### config.mk
export PLATFORM = sky130hd
export DESIGN_NAME = scaled_sprite_blitter
export DESIGN_NICKNAME = d
export VERILOG_FILES = /design/src/hw/rtl/ssb_pkg.sv /design/src/hw/rtl/scaled_sprite_blitter.sv
export SDC_FILE = /design/constraint.sdc
export NUM_CORES = 1
export LEC_CHECK = 0
export BUFFER_PORTS_ARGS = -buffer_cell sky130_fd_sc_hd__buf_2
export CAP_MARGIN = 20
export CORE_AREA = 2 2 246 248
export DETAILED_ROUTE_END_ITERATION = 10
export DIE_AREA = 0 0 248 250
export SLEW_MARGIN = 20
export SYNTH_ARGS = -nofsm -noshare
export SYNTH_HDL_FRONTEND = slang
export SYNTH_SLANG_ARGS = --single-unit
### constraint.sdc
create_clock -name i_clk -period 13.34 [get_ports i_clk]
set_input_delay 4.002 -clock i_clk [delete_from_list [all_inputs] [get_ports i_clk]]
set_output_delay 4.002 -clock i_clk [all_outputs]
set_load 0.02 [all_outputs]
### src/hw/rtl/ssb_pkg.sv
// shared constants and types for the scaled sprite blitter
`default_nettype none

package ssb_pkg;

    localparam int MAX_DIM_DEF   = 2048;
    localparam int MAX_SCALE_DEF = 8;

    localparam int COORD_W    = 11;
    localparam int COLOR_W    = 32;
    localparam int SCALE_W    = 4;
    localparam int SIZE_W     = 12;
    localparam int CFG_IDX_W  = 3;
    localparam int CFG_DATA_W = 32;

    localparam int S_TDATA_W = 32;
    localparam int M_TDATA_W = 56;

    localparam int M_X_LO     = 0;
    localparam int M_Y_LO     = COORD_W;
    localparam int M_COLOR_LO = 2 * COORD_W;

    typedef enum logic [CFG_IDX_W-1:0] {
        REG_RECT_WIDTH      = 3'd0,
        REG_RECT_HEIGHT     = 3'd1,
        REG_DEST_ORIGIN_X   = 3'd2,
        REG_DEST_ORIGIN_Y   = 3'd3,
        REG_SCALE_FACTOR    = 3'd4,
        REG_DEST_WIDTH      = 3'd5,
        REG_DEST_HEIGHT     = 3'd6,
        REG_TRANSPARENT_KEY = 3'd7
    } t_cfg_reg;

endpackage

`default_nettype wire

### src/hw/rtl/scaled_sprite_blitter.sv
// scaled sprite blitter: color-keyed integer scale of a pixel stream into destination writes
//
// channel  dir  handshake                         payload
// s_axis   in   i_s_axis_tvalid/o_s_axis_tready   tdata = pixel_color
// m_axis   out  o_m_axis_tvalid/i_m_axis_tready   tdata = write_x, write_y, write_color;
//                                                 tlast = write_last
// cfg      in   i_cfg_we                          i_cfg_index, i_cfg_data
//
// one destination write per cycle while m_axis is ready: an opaque pixel gives nc*nr writes in the cell walker,
// nc and nr being the unclipped columns and rows of its block (scale squared when unclipped)
// transparent pixels are dropped at the input; a fully clipped pixel passes the input stage
// and emits nothing
// pipeline: input register, cell walker, output register
// reset is synchronous; it empties all stages and returns the source position to zero
// a stall on m_axis holds the walker; the input stage still takes pixels until one opaque
// pixel waits in it
`default_nettype none

module scaled_sprite_blitter #(
    parameter int MAX_DIM   = ssb_pkg::MAX_DIM_DEF,
    parameter int MAX_SCALE = ssb_pkg::MAX_SCALE_DEF
) (
    input  wire logic                               i_clk,
    input  wire logic                               i_rst_n,
    input  wire logic                               i_s_axis_tvalid,
    output logic                                    o_s_axis_tready,
    input  wire logic [ssb_pkg::S_TDATA_W-1:0]      i_s_axis_tdata,   // pixel_color
    output logic                                    o_m_axis_tvalid,
    input  wire logic                               i_m_axis_tready,
    output logic [ssb_pkg::M_TDATA_W-1:0]           o_m_axis_tdata,   // write_x, write_y,
                                                                      // write_color, 2'b0
    output logic                                    o_m_axis_tlast,
    input  wire logic                               i_cfg_we,
    input  wire logic [ssb_pkg::CFG_IDX_W-1:0]      i_cfg_index,
    input  wire logic [ssb_pkg::CFG_DATA_W-1:0]     i_cfg_data
);

    localparam int CRD = ssb_pkg::COORD_W;
    localparam int CLR = ssb_pkg::COLOR_W;
    localparam int SCL = ssb_pkg::SCALE_W;
    localparam int SZ  = ssb_pkg::SIZE_W;
    localparam int DW  = $clog2(MAX_DIM + 1);
    localparam int CW  = (DW > CRD + SCL) ? DW : CRD + SCL;
    localparam int SCW = (MAX_SCALE > 1) ? $clog2(MAX_SCALE) : 1;

    // configuration
    logic [SZ-1:0]  r_rect_width;
    logic [SZ-1:0]  r_rect_height;
    logic [CRD-1:0] r_dest_origin_x;
    logic [CRD-1:0] r_dest_origin_y;
    logic [SCL-1:0] r_scale_factor;
    logic [SZ-1:0]  r_dest_width;
    logic [SZ-1:0]  r_dest_height;
    logic [CLR-1:0] r_transparent_key;

    // source position
    logic [CRD-1:0] r_src_col;
    logic [CRD-1:0] r_src_row;
    logic [CRD-1:0] n_src_col;
    logic [CRD-1:0] n_src_row;

    // input stage
    logic           r_a_valid;
    logic [CLR-1:0] r_a_color;
    logic [CW-1:0]  r_a_bx;
    logic [CW-1:0]  r_a_by;

    // cell walker
    logic           r_b_valid;
    logic [CLR-1:0] r_b_color;
    logic [CRD-1:0] r_b_x0;
    logic [CRD-1:0] r_b_x;
    logic [CRD-1:0] r_b_y;
    logic [SCW-1:0] r_b_c;
    logic [SCW-1:0] r_b_r;
    logic [SCW-1:0] r_b_cmax;
    logic [SCW-1:0] r_b_rmax;

    // output register
    logic           r_o_valid;
    logic [CRD-1:0] r_o_x;
    logic [CRD-1:0] r_o_y;
    logic [CLR-1:0] r_o_color;
    logic           r_o_last;

    logic [CW-1:0]  w_rect;
    logic [CW-1:0]  h_rect;
    logic [CW-1:0]  w_dest;
    logic [CW-1:0]  h_dest;
    logic [SCL-1:0] scale;
    logic [CW-1:0]  col_inc;
    logic [CW-1:0]  row_inc;
    logic [CRD+SCL-1:0] prod_x;
    logic [CRD+SCL-1:0] prod_y;
    logic [CW-1:0]  rem_x;
    logic [CW-1:0]  rem_y;
    logic [SCL-1:0] ncols;
    logic [SCL-1:0] nrows;
    logic           a_hit;

    logic s_fire;
    logic o_free;
    logic b_fire;
    logic b_last;
    logic b_done;
    logic b_free;
    logic a_take;

    // effective sizes
    always_comb begin
        if (r_rect_width == '0) begin
            w_rect = CW'(1);
        end else if (CW'(r_rect_width) > CW'(MAX_DIM)) begin
            w_rect = CW'(MAX_DIM);
        end else begin
            w_rect = CW'(r_rect_width);
        end
        if (r_rect_height == '0) begin
            h_rect = CW'(1);
        end else if (CW'(r_rect_height) > CW'(MAX_DIM)) begin
            h_rect = CW'(MAX_DIM);
        end else begin
            h_rect = CW'(r_rect_height);
        end
        if (r_scale_factor == '0) begin
            scale = SCL'(1);
        end else if (r_scale_factor > SCL'(MAX_SCALE)) begin
            scale = SCL'(MAX_SCALE);
        end else begin
            scale = r_scale_factor;
        end
        w_dest = (CW'(r_dest_width) > CW'(MAX_DIM)) ? CW'(MAX_DIM) : CW'(r_dest_width);
        h_dest = (CW'(r_dest_height) > CW'(MAX_DIM)) ? CW'(MAX_DIM) : CW'(r_dest_height);
    end

    // position advance and block origin
    assign col_inc = CW'(r_src_col) + CW'(1);
    assign row_inc = CW'(r_src_row) + CW'(1);
    assign prod_x  = (CRD+SCL)'(r_src_col) * (CRD+SCL)'(scale);
    assign prod_y  = (CRD+SCL)'(r_src_row) * (CRD+SCL)'(scale);

    always_comb begin
        n_src_col = r_src_col;
        n_src_row = r_src_row;
        if (col_inc >= w_rect) begin
            n_src_col = '0;
            n_src_row = (row_inc >= h_rect) ? '0 : row_inc[CRD-1:0];
        end else begin
            n_src_col = col_inc[CRD-1:0];
        end
    end

    // clipping of the block held in the input stage
    assign rem_x = w_dest - r_a_bx;
    assign rem_y = h_dest - r_a_by;

    always_comb begin
        if (r_a_bx >= w_dest) begin
            ncols = '0;
        end else if (rem_x >= CW'(scale)) begin
            ncols = scale;
        end else begin
            ncols = rem_x[SCL-1:0];
        end
        if (r_a_by >= h_dest) begin
            nrows = '0;
        end else if (rem_y >= CW'(scale)) begin
            nrows = scale;
        end else begin
            nrows = rem_y[SCL-1:0];
        end
        a_hit = (ncols != '0) && (nrows != '0);
    end

    // flow control
    assign o_free = !r_o_valid || i_m_axis_tready;
    assign b_last = (r_b_c == r_b_cmax) && (r_b_r == r_b_rmax);
    assign b_fire = r_b_valid && o_free;
    assign b_done = b_fire && b_last;
    assign b_free = !r_b_valid || b_done;
    assign a_take = r_a_valid && b_free;
    assign o_s_axis_tready = !r_a_valid || a_take;
    assign s_fire = i_s_axis_tvalid && o_s_axis_tready;

    // control state
    always_ff @(posedge i_clk) begin
        if (!i_rst_n) begin
            r_rect_width      <= SZ'(1);
            r_rect_height     <= SZ'(1);
            r_dest_origin_x   <= '0;
            r_dest_origin_y   <= '0;
            r_scale_factor    <= SCL'(1);
            r_dest_width      <= SZ'(2048);
            r_dest_height     <= SZ'(2048);
            r_transparent_key <= '0;
            r_src_col         <= '0;
            r_src_row         <= '0;
            r_a_valid         <= 1'b0;
            r_b_valid         <= 1'b0;
            r_o_valid         <= 1'b0;
        end else begin
            if (i_cfg_we) begin
                case (ssb_pkg::t_cfg_reg'(i_cfg_index))
                    ssb_pkg::REG_RECT_WIDTH:      r_rect_width      <= i_cfg_data[SZ-1:0];
                    ssb_pkg::REG_RECT_HEIGHT:     r_rect_height     <= i_cfg_data[SZ-1:0];
                    ssb_pkg::REG_DEST_ORIGIN_X:   r_dest_origin_x   <= i_cfg_data[CRD-1:0];
                    ssb_pkg::REG_DEST_ORIGIN_Y:   r_dest_origin_y   <= i_cfg_data[CRD-1:0];
                    ssb_pkg::REG_SCALE_FACTOR:    r_scale_factor    <= i_cfg_data[SCL-1:0];
                    ssb_pkg::REG_DEST_WIDTH:      r_dest_width      <= i_cfg_data[SZ-1:0];
                    ssb_pkg::REG_DEST_HEIGHT:     r_dest_height     <= i_cfg_data[SZ-1:0];
                    ssb_pkg::REG_TRANSPARENT_KEY: r_transparent_key <= i_cfg_data[CLR-1:0];
                    default: ;
                endcase
            end
            if (s_fire) begin
                r_src_col <= n_src_col;
                r_src_row <= n_src_row;
            end
            if (o_s_axis_tready) begin
                r_a_valid <= s_fire && (i_s_axis_tdata[CLR-1:0] != r_transparent_key);
            end
            if (b_free) begin
                r_b_valid <= a_take && a_hit;
            end
            if (o_free) begin
                r_o_valid <= r_b_valid;
            end
        end
    end

    // payload
    always_ff @(posedge i_clk) begin
        if (s_fire) begin
            r_a_color <= i_s_axis_tdata[CLR-1:0];
            r_a_bx    <= CW'(r_dest_origin_x) + CW'(prod_x);
            r_a_by    <= CW'(r_dest_origin_y) + CW'(prod_y);
        end
        if (b_free) begin
            r_b_color <= r_a_color;
            r_b_x0    <= r_a_bx[CRD-1:0];
            r_b_x     <= r_a_bx[CRD-1:0];
            r_b_y     <= r_a_by[CRD-1:0];
            r_b_c     <= '0;
            r_b_r     <= '0;
            r_b_cmax  <= SCW'(ncols - SCL'(1));
            r_b_rmax  <= SCW'(nrows - SCL'(1));
        end else if (b_fire) begin
            if (r_b_c == r_b_cmax) begin
                r_b_c <= '0;
                r_b_x <= r_b_x0;
                r_b_r <= r_b_r + SCW'(1);
                r_b_y <= r_b_y + CRD'(1);
            end else begin
                r_b_c <= r_b_c + SCW'(1);
                r_b_x <= r_b_x + CRD'(1);
            end
        end
        if (b_fire) begin
            r_o_x     <= r_b_x;
            r_o_y     <= r_b_y;
            r_o_color <= r_b_color;
            r_o_last  <= b_last;
        end
    end

    assign o_m_axis_tvalid = r_o_valid;
    assign o_m_axis_tlast  = r_o_last;
    assign o_m_axis_tdata  = {2'b00, r_o_color, r_o_y, r_o_x};

endmodule

`default_nettype wire

Word level (Yosys, flattened, before mapping)
Index checks and enable logic that the tools add are counted.
{ "word_totals": {"reg_bits": 325, "output_inout_bits": 59, "input_bits": 72, "elab_cells": 117} }
{ "classes": {"n_mux": 21, "addsub": 12, "eq_ne": 10, "n_lt_le_gt_ge": 11, "mul": 2, "n_reduce_logical": 33} }
{ "ops": {"columns": ["op", "n"], "rows": [
  ["$mux W11", 8],
  ["$mux W12", 6],
  ["$gt A12 B12 Y1 const B", 4],
  ["$ne A32 B32 Y1", 1],
  ["$add A11 B15 Y15", 2],
  ["$ge A12 B15 Y1", 2],
  ["$ge A15 B12 Y1", 2],
  ["$ge A15 B4 Y1", 2],
  ["$mul A11 B4 Y15", 2],
  ["$sub A12 B15 Y15", 2],
  ["$add A11 B1 Y12 const B", 2],
  ["$logic_not A12 Y1", 2],
  ["$mux W4", 6],
  ["$add A11 B1 Y11 const B", 2],
  ["$reduce_and A2 Y1", 11],
  ["$eq A3 B3 Y1 const B", 4],
  ["$logic_and A1 B1 Y1", 8],
  ["$reduce_bool A4 Y1", 2],
  ["$add A3 B1 Y3 const B", 2],
  ["$eq A3 B2 Y1 const B", 2],
  ["$eq A3 B3 Y1", 2],
  ["$sub A3 B1 Y3 const B", 2],
  ["$gt A4 B4 Y1 const B", 1],
  ["$logic_not A4 Y1", 1],
  ["other kinds (6)", 11]
]} }

Longest topological paths before layout
Gate-level depths: netlist (run 1).
{ "depth": {"depth_word": 9, "depth_mapped": 21, "mapped_depth_nobuf": 19} }

Worst setup path after synthesis (run 1)
Ideal clock, no wire load.
{ "synth_path": {"kind": "input -> output", "startpoint": "input i_m_axis_tready", "endpoint": "output o_s_axis_tready", "t_required_ns": 9.338, "slack_ns": 4.843, "t_arrival_ns": 4.495, "cell_stages": 3, "path_cell_list": "nand2b_1 nand2_1 nand3_1"} }
{ "synth_between": {"elab_chain_len": 6} }
{ "synth_lines": {"columns": ["item", "line", "rtl"], "rows": [
  ["start, declared", "scaled_sprite_blitter.sv:29", "input wire logic i_m_axis_tready,"],
  ["$logic_or A1 B1 Y1", "scaled_sprite_blitter.sv:176", "assign o_free = !r_o_valid || i_m_axis_tready;"],
  ["$logic_and A1 B1 Y1", "scaled_sprite_blitter.sv:178", "assign b_fire = r_b_valid && o_free;"],
  ["$logic_and A1 B1 Y1", "scaled_sprite_blitter.sv:179", "assign b_done = b_fire && b_last;"],
  ["$logic_or A1 B1 Y1", "scaled_sprite_blitter.sv:180", "assign b_free = !r_b_valid || b_done;"],
  ["$logic_and A1 B1 Y1", "scaled_sprite_blitter.sv:181", "assign a_take = r_a_valid && b_free;"],
  ["$logic_or A1 B1 Y1", "scaled_sprite_blitter.sv:182", "assign o_s_axis_tready = !r_a_valid || a_take;"],
  ["end, declared", "scaled_sprite_blitter.sv:26", "output logic o_s_axis_tready,"]
]} }
Every way passes these cells.

Final worst setup path (run 1)
Same ends and word-level chain as after synthesis.

==> results of run 1 <==
==> metrics by stage <==
stage | std cells | hold slack (ns)
floorplan | 1790 | 0.400
global placement | 2634 | 0.401
detailed placement | 2634 | 0.405
CTS | 2698 | 0.420
global route | 2702 | 0.423
finish | 2702 | 0.418
==> power breakdown <==
group          internal (mW)  total (mW)  switching (mW)
combinational         0.0573       0.155          0.0974
clock                  0.507       0.914           0.407
sequential              1.09        1.11          0.0211
total                   1.66        2.18           0.526
==> Yosys cell counts (all sizes together), types with 16 or more instances <==
cell,instances,area (um^2)
nand2,363,1360
xor2,73,639
edfxtp,188,5650
nor2b,33,206
clkbuf,70,268
and3,16,100
o21ai,56,280
xnor2,49,429
fa,57,1140
and2,30,190
nor3,19,100
nor4,20,131
nor2,87,327
nand3,47,240
nand2b,20,125
dfxtp,137,2740
a21oi,162,811
inv,112,420
ha,111,1390
==> kinds of logic (layout without fill, tap and decap cells) <==
| group | after synthesis | count (layout) | synth area share |
|---|---|---|---|
| simple gates | 665 | 665 | 0.171 |
| flops | 325 | 325 | 0.475 |
| compound gates | 302 | 302 | 0.0993 |
| buf+inv | 192 | 318 | 0.0420 |
| fa+ha+maj | 168 | 168 | 0.143 |
| xor+xnor | 122 | 122 | 0.0605 |
| mux | 14 | 14 | 0.00829 |
| other cells | 1 | 6 | 0.000212 |
==> cell type report <==
cell class,instances,area (um^2),share of cell area
inverters,113,425,0.0211
well taps,782,978,0.0485
clock buffers,45,945,0.0469
flip-flops and latches,325,8390,0.416
multi-input cells,1273,8550,0.424
repair buffers,141,738,0.0366
clock inverters,19,119,0.00590
diodes,4,10.0,0.000497
==> state kept, by name (all words and copies together) (netlist names), 12 cells and up <==
| signal | flops |
|---|---|
| r_dest_height | 12 |
| r_o_color | 32 |
| r_a_color | 32 |
| r_transparent_key | 32 |
| r_rect_width | 12 |
| r_a_by | 15 |
| r_a_bx | 15 |
| r_b_color | 32 |
| r_dest_width | 12 |
| r_rect_height | 12 |
==> worst paths after layout <==
kind,from,to,slack [ns]
setup reg to reg,r_scale_factor[3],r_a_by[13],7.53
setup / recovery,i_m_axis_tready,o_s_axis_tready,4.45
hold / removal,r_a_color[22],r_b_color[22],0.42
hold reg to reg,r_a_color[22],r_b_color[22],0.42
==> critical path, cell delays in order <==
cell and delay (ns):
buf_2 0.10, nand2b_1 0.21, nand2_1 0.18, nand3_1 0.17
buf_2 0.22
==> metal layers <==
metal,vias up,share of wire,track usage
met5,-,0.00031,0
met4,2,0.037,0.0585
met3,85,0.037,0.0165
met2,245,0.48,0.225
met1,6039,0.45,0.173
li1,6311,-,-
==> impl_results.md, run 1 <==
- Status: finished clean
- Chip Height: 250 um
- Setup CP Type: in2out
- Commonest non-fill, non-tap cell in the layout: nand2_1
- Initial Utilization: 0.296
- Setup ws final: 4.45 ns
- I/O Buffers: 128
- Final Instance Area: 20200 um^2
- RSZ-0062 raised after global routing: false
- Routed Antenna Nets: 0
- Clk buf depth: 3
- Crit path max fanout: 5
- CP Launch Type: input pin
- Cells after Synth: 1789
- Slew @ Worst Pin: 1.12 ns
- Share of cells above drive strength 1: 0.111
- Num CTS Buffers: 35
- Syn_area_per_cell: 9.87 um^2
- Crit end category: primary output
- Area of placed instances: 19100 um^2
- Routed len/inst: 15.5 um
- Synthesized flop and latch total: 325
- Max Slew Vio Count: 0
- LEAKAGE: 8.18 nW
- Clk_lat worst skew: 0.54 ns
- Fill count: 5975
- Ys async rst share: 0
- PwrDens: 108 nW/um^2
- Clock slew at reported path FFs: 0.06 ns
- Most frequent cells in the layout: 362 x nand2_1, 188 x edfxtp_1, 162 x a21oi_1
- Top FF cell, synth: edfxtp_1
- Post-synth EDFFs: 188
- Vias: 12700
- Yosys cell types: 73
- Largest net degree at the start of global routing: 72
- Maximum clock frequency: 0.112 GHz
- Fin util: 0.338
- # clock sinks: 325
- Die area: 62000 um^2
- Initial antenna violation count: 10
- Cell Rows: 90
- I/O pin cnt: 131
- WL final: 42000 um
- Setup TNS: 0 ns
- WHS Path Cells: 0
- # resized after CTS: 0
- Setup Skew: 0.0182 ns
- Final setup viols: 0
- Maxcap violations: 0
- Routability Congestion: 0.868
- Vias/cell: 4.69
- Gr usage total: 0.135
- R2R depth: 18
- CORE AREA: 59600 um^2
- Area Growth Syn to Fin: 14.2%
- TritonCTS clock tree: done
- Final hold violation count: 0
- Final worst-path cycle share: 0.666
- Congestion Overflow GR: 0
- Max-slew headroom: 0.255
- IR drop worst, VDD: 84.4 uV
- Crit path time final: 8.89 ns
- Final Power: 2.18 mW
- Worst EP arrival: 4.89 ns
- Clock root cell: clkbuf_16
- Die width: 248 um
- Post-layout net count: 2129
- First-pass GRT wire length: 66300 um
- Mapped Area: 17700 um^2
- HPWL Detailed: 31000 um
- H-tree Lvls: 2
- Min-delay worst type: reg2reg
- Vias in the first global route: 12500
- Data required, critical path: 9.34 ns
- First-iteration detailed-routing DRC count: 698
- Setup Fix Bufs, Post-CTS: 0
- 1st-pass router iterations: 5
- # DRC: 0
- Sequential-to-total area share from yosys stat: 0.475
- Worst slack, placed: 4.45 ns
- Hold Buf Count CTS: 0
- Yosys warns: 0
Note: power is estimated with default switching activity, not from simulation.
==> run 2, diff against run 1 <==
clock period = 9.3 ns   (was 13.34 ns; I/O delays follow)
==> run 2 against run 1 <==
Final cell count about the same. Hold slack got worse by 0.0079 ns. Flip-flop and latch count unchanged. Count of clock-buffer cells in the layout increased by 2. Non-clock buffer count decreased by 1. Largest cell class unchanged. Highest routed layer is now met4.
==> impl_results.md, run 2 (synthesized netlist as in run 1, its figures left out) <==
- First-pass GRT wire length: 68200 um (+2.9%)
- Chip Height: 250 um (unchanged)
- Vias in the first global route: 12700 (+2.0%)
- Status: finished clean
- LEAKAGE: 8.27 nW (+1.1%)
- CP Launch Type: input pin
- Share of cells above drive strength 1: 0.113 (+0.00191)
- Vias: 12600 (-0.35%)
- Final Instance Area: 20400 um^2 (+1.1%)
- Setup Fix Bufs, Post-CTS: 0 (unchanged)
- Fin util: 0.342 (+0.00372)
- Routability Congestion: 0.842 (-3.0%)
- Worst EP arrival: 3.62 ns (-1.27 ns)
- Die width: 248 um (unchanged)
- Data required, critical path: 6.51 ns (-2.83 ns)
- I/O Buffers: 128 (unchanged)
- Crit path time final: 6.41 ns
- Routed len/inst: 15.9 um (+2.1%)
- Clock slew at reported path FFs: 0.06 ns (about the same)
- Clk_lat worst skew: 0.57 ns (+0.03 ns)
- CP Cell Sequence: buf_2, nand2b_1, nand2_1, nand3_1, buf_2
- Min-delay worst type: reg2reg
- Vias/cell: 4.67 (-0.42%)
- Crit end category: primary output
- Worst R2R End: r_a_by[13]
- Setup CP Type: in2out
- H-tree Lvls: 2 (unchanged)
- # clock sinks: 325 (unchanged)
- Final hold violation count: 0 (unchanged)
- Gr usage total: 0.139 (+0.00455)
- WHS Endpoint: r_o_color[27]
- Slew @ Worst Pin: 1.03 ns (-0.0892 ns)
- Commonest non-fill, non-tap cell in the layout: nand2_1
- # DRC: 0 (unchanged)
- Reg-to-reg slack, setup: 3.54 ns (-3.99 ns)
- HPWL Detailed: 31500 um (+1.6%)
- Final worst-path cycle share: 0.689
- WHS Path Cells: 0 (unchanged)
- Clk buf depth: 3 (unchanged)
- WHS: 0.411 ns (-0.00787 ns)
- Hold Buf Count CTS: 0 (unchanged)
- Congestion Overflow GR: 0 (unchanged)
- Routed Antenna Nets: 0 (unchanged)
- R2R depth: 18 (unchanged)
- Area Growth Syn to Fin: 15.4%
- Crit path max fanout: 5 (unchanged)
- Max Slew Vio Count: 0 (unchanged)
- First-iteration detailed-routing DRC count: 673 (-3.6%)
- Largest net degree at the start of global routing: 87 (+21%)
- # resized after CTS: 0 (unchanged)
- Cell Rows: 90 (unchanged)
- Setup TNS: 0 ns (unchanged)
- Layout Cells excl Fill: 2704 (+0.074%)
- Fill count: 5932 (-0.72%)
- TritonCTS clock tree: done
- RR Startpoint: r_scale_factor[3]
- Area of placed instances: 19100 um^2 (about the same)
- Num CTS Buffers: 37 (+5.7%)
- Hold Path Origin: r_b_color[27]
- CP dominant cell by count: buf_2
- WL final: 42900 um (+2.2%)
- IR drop worst, VDD: 101 uV (+20%)
- Maxcap violations: 0 (unchanged)
- CORE AREA: 59600 um^2 (unchanged)
- I/O pin cnt: 131 (unchanged)
- Maximum clock frequency: 0.156 GHz
- 1st-pass router iterations: 7 (+2)
- Max-slew headroom: 0.309 (+0.0542)
- Post-layout net count: 2130 (+0.047%)
- Final setup viols: 0 (unchanged)
- RSZ-0062 raised after global routing: false
- Dpl cells: 2633 (-0.038%)
- PwrDens: 165 nW/um^2 (+52%)
- Critical path's slowest cell: buf_2
- Initial Utilization: 0.296 (unchanged)
- Die area: 62000 um^2 (unchanged)
- Setup Skew: 0.0179 ns (-0.000213 ns)
- Critical Path Max Stage Delay: 0.21 ns (about the same)
- Most frequent cells in the layout: 362 x nand2_1, 188 x edfxtp_1, 162 x a21oi_1
- Clock root cell: clkbuf_16
- Initial antenna violation count: 6 (-4)
## run 2: changes by cell type in the layout (fill, tap and decap cells not counted), sizes merged
| cell | before | now |
|---|---|---|
| buf | 141 | 140 |
| bufinv | 0 | 5 |
| clkbuf | 45 | 47 |
| clkinv | 15 | 10 |
| diode | 4 | 3 |
| inv | 115 | 117 |
## run 2: report_power, final
group          total (mW)  switching, mW  leakage, nW  internal [mW]
Clock                1.54          0.626        0.624          0.914
Combinational       0.224          0.141         4.66         0.0822
Sequential           1.60         0.0300         2.99           1.57
## run 2: worst max-delay path by stage
stage / start / endpoint / cells past startpoint / slack (ns)
final: i_m_axis_tready / o_s_axis_tready / 5 / 2.89
after global routing: i_m_axis_tready / o_s_axis_tready / 5 / 2.78
after CTS: i_m_axis_tready / o_s_axis_tready / 5 / 2.89
after detailed placement: i_m_axis_tready / o_s_axis_tready / 5 / 2.89
after global placement: i_m_axis_tready / o_s_axis_tready / 5 / 2.93
after floorplan: i_m_axis_tready / o_s_axis_tready / 3 / 3.23
## run 2: worst max-delay path: cells and delay by family
kind / cells / cell delay, ns
buffers and inverters: 2 / 0.31
AND/OR/NAND/NOR: 3 / 0.51
## run 2: stage by stage
step / worst slack (ns) / total power [mW]
after floorplan: 3.23 / 1.76
after global placement: 2.93 / 1.84
after detailed placement: 2.89 / 1.85
after CTS: 2.89 / 3.41
after global routing: 2.78 / 3.49
final: 2.89 / 3.36
## run 2: layer usage
layer	part of all wire	GRT usage	routed length (um)
met1	0.44	0.178	19100
met5	0	0	0
met3	0.041	0.0211	1740
met4	0.028	0.0482	1190
met2	0.49	0.237	20900
## run 2: final cells by class
| cell class | instances | area, um^2 | share of cell area |
|---|---|---|---|
| Antenna cell | 3 | 7.51 | 0.000368 |
| Clock buffer | 47 | 993 | 0.0488 |
| Clock inverter | 21 | 302 | 0.0148 |
| Inverter | 113 | 425 | 0.0209 |
| Multi-Input combinational cell | 1273 | 8550 | 0.420 |
| Sequential cell | 325 | 8390 | 0.412 |
| Tap cell | 782 | 978 | 0.0480 |
| Timing Repair Buffer | 140 | 731 | 0.0359 |
==> run 3, diff against run 2 <==
ABC_AREA = 1   (was default)
CORE_AREA = 2 2 248 250   (was 2 2 246 248)
DIE_AREA = 0 0 250 252   (was 0 0 248 250)
clock period = 5.9 ns   (was 9.3 ns; I/O delays follow)
==> run 3 against run 2 <==
Wire length is 4.9% higher. Register-to-register slack worse by 2.8 ns. Synthesized cell count is 12% higher. Area after synthesis is 1.5% higher. Final area is 1.2% higher. Largest cell class is now sequential cells. Highest routed layer unchanged.
==> impl_results.md, run 3 <==
- Routability Congestion: 0.877 (+4.2%)
- Setup TNS: 0 ns (unchanged)
- # resized after CTS: 0 (unchanged)
- Area Growth Syn to Fin: 15.1%
- Cell taking the most area after synthesis: edfxtp_1
- Status: finished clean
- Area of placed instances: 19400 um^2 (+1.7%)
- Clock root cell: clkbuf_16
- WHS: 0.413 ns (+0.00237 ns)
- Clk buf depth: 3 (unchanged)
- Crit path time final: 5.13 ns
- Setup CP Type: reg2reg
- Setup Skew: 0.0137 ns (-0.00420 ns)
- H-tree Lvls: 2 (unchanged)
- Min-delay worst type: reg2reg
- Vias in the first global route: 13400 (+5.5%)
- Critical path's slowest cell: nor2_1
- Initial antenna violation count: 6 (unchanged)
- Crit. Startpoint: r_scale_factor[3]
- Die width: 250 um (+0.81%)
- Crit path max-delay family: adder cells
- Top cells by area, synth: edfxtp_1 32%, dfxtp_1 15%, ha_1 7.8%
- WHS Endpoint: r_o_color[20]
- Final Instance Area: 20600 um^2 (+1.2%)
- Yosys cell types: 45 (-38%)
- Dpl cells: 2878 (+9.3%)
- Crit end category: flop
- Vias: 13600 (+7.8%)
- Clock slew at reported path FFs: 0.06 ns (about the same)
- CP Launch Type: flop
- Cell Rows: 90 (unchanged)
- Cells after Synth: 2012 (+12%)
- PwrDens: 270 nW/um^2 (+63%)
- Num CTS Buffers: 38 (+2.7%)
- RR Startpoint: r_scale_factor[3]
- Top FF cell, synth: edfxtp_1
- Slew @ Worst Pin: 0.924 ns (-0.102 ns)
- Sequential-to-total area share from yosys stat: 0.468 (-0.00697)
- Worst EP arrival: 5.43 ns (+1.81 ns)
- # DRC: 0 (unchanged)
- Congestion Overflow GR: 0 (unchanged)
- Gr usage total: 0.141 (+0.00236)
- Critical Path Max Stage Delay: 0.68 ns (+0.47 ns)
- I/O pin cnt: 131 (unchanged)
- LEAKAGE: 9.26 nW (+12%)
- Maximum clock frequency: 0.195 GHz
- HPWL Detailed: 34100 um (+8.2%)
- WHS Path Cells: 0 (unchanged)
- First-pass GRT wire length: 70700 um (+3.7%)
- First-iteration detailed-routing DRC count: 859 (+28%)
- Vias/cell: 4.61 (-1.3%)
- # clock sinks: 325 (unchanged)
- Synthesized flop and latch total: 325 (unchanged)
- Post-synth EDFFs: 188 (unchanged)
- Syn_area_per_cell: 8.91 um^2 (-9.8%)
- I/O Buffers: 128 (unchanged)
- Count leader, synth: nand2_1
- Yosys warns: 0 (unchanged)
- Max Slew Vio Count: 0 (unchanged)
- Initial Utilization: 0.298 (+0.00159)
- Ys async rst share: 0 (unchanged)
- Hold Buf Count CTS: 0 (unchanged)
- Mapped Area: 17900 um^2 (+1.5%)
- Setup Fix Bufs, Post-CTS: 0 (unchanged)
- IR drop worst, VDD: 155 uV (+53%)
- Reg-to-reg slack, setup: 0.77 ns (-2.77 ns)
- Chip Height: 252 um (+0.80%)
- Routed len/inst: 15.2 um (-4.0%)
- Commonest non-fill, non-tap cell in the layout: nand2_1
- TritonCTS clock tree: done
- CP Cell Sequence: nor2_1, buf_4, nand2_1, fa_1, fa_1, fa_1, inv_1, ha_1, nand3_1, nand2_1, nand4_1, o211ai_1, a31oi_1, o21ai_0, a21oi_1, nor2_1, nor2_1, xor2_1
- Most frequent cells in the layout: 356 x nand2_1, 287 x nor2_1, 279 x inv_1
- Die area: 63000 um^2 (+1.6%)
- Data required, critical path: 6.20 ns (-0.31 ns)
- Fin util: 0.343 (+0.000979)
- Post-layout net count: 2377 (+12%)
- Maxcap violations: 0 (unchanged)
- Crit path max fanout: 26 (+21)
- CORE AREA: 60100 um^2 (+0.95%)
- Hold Path Origin: r_b_color[20]
- Largest net degree at the start of global routing: 79 (-9.2%)
- WL final: 45000 um (+4.9%)
- Final worst-path cycle share: 0.869
- Synth cell count leaders: 356 x nand2_1, 289 x nor2_1, 279 x inv_1
- RSZ-0062 raised after global routing: false
- Routed Antenna Nets: 0 (unchanged)
- Clk_lat worst skew: 0.56 ns (about the same)
- Layout Cells excl Fill: 2953 (+9.2%)
- Final hold violation count: 0 (unchanged)
- Worst R2R End: r_a_bx[14]
- Critical path buffers and inverters: 2 (unchanged)
- Final setup viols: 0 (unchanged)
- Synth top area share: 0.315 (-0.00469)
- 1st-pass router iterations: 5 (-2)
- R2R depth: 18 (unchanged)
- Max-slew headroom: 0.384 (+0.0745)
- Share of cells above drive strength 1: 0.0960 (-0.0171)
-- run 3: cell types whose count changed after synthesis, sizes merged, moves of 18 or more --
| cell | delta |
|---|---|
| nor2 | +202 |
| and2 | -29 |
| o21ai | +96 |
| clkbuf | -20 |
| a21oi | -70 |
| nand2b | -20 |
| nor2b | -33 |
| nand4 | +18 |
| nand3 | +31 |
| inv | +169 |
| xor2 | -23 |
-- run 3: logic make-up after synthesis --
logic type | count (synthesis) | share of synthesized area
simple gates | 793 | 0.184
buf+inv | 339 | 0.0721
flops | 325 | 0.468
compound gates | 287 | 0.0860
fa+ha+maj | 168 | 0.141
xor+xnor | 99 | 0.0484
other cells | 1 | 0.000209
-- run 3: worst reg2reg max path: cells and delay by family (launching register included) --
family / cells / cell delay [ns]
fa+ha+maj: 4 / 1.87
simple gates: 7 / 1.26
compound gates: 4 / 0.70
flops: 1 / 0.58
buf+inv: 2 / 0.32
xor+xnor: 1 / 0.13
-- run 3: power breakdown --
group          internal, mW  switching, mW
Clock                  1.30          0.961
Sequential             2.53         0.0830
Combinational         0.248          0.446
-- run 3: worst max-delay path by stage --
stage | to | slack [ns] | cells after the start
detailed placement | r_a_bx[14] | 0.77 | 18
CTS | r_a_bx[14] | 0.74 | 18
finish | r_a_bx[14] | 0.77 | 18
floorplan | r_b_x[0] | 0.19 | 6
global route | r_a_bx[14] | 0.36 | 18
global placement | r_a_bx[14] | 0.84 | 18
-- run 3: final cells by class --
| type | instances | area [um^2] |
|---|---|---|
| well taps | 782 | 978 |
| clock inverters | 19 | 153 |
| diodes | 4 | 10.0 |
| flip-flops and latches | 325 | 8390 |
| fillers | 6189 | 39500 |
| repair buffers | 138 | 733 |
| multi-input cells | 1349 | 8260 |
| inverters | 285 | 1070 |
| clock buffers | 51 | 1040 |
-- run 3: metal layers --
metal / up-vias / global-route usage / share of wire
met5: - / 0 / 0
met4: 0 / 0.0524 / 0.031
met3: 87 / 0.0255 / 0.048
met2: 306 / 0.229 / 0.46
met1: 6397 / 0.189 / 0.46
li1: 6835 / - / -
-- run 3: per-stage QoR --
stage               total power, mW  worst slack, ns
floorplan                      3.12            0.187
global placement               3.33            0.838
detailed placement             3.35            0.772
CTS                            5.63            0.740
global route                   5.82            0.359
finish                         5.56            0.771
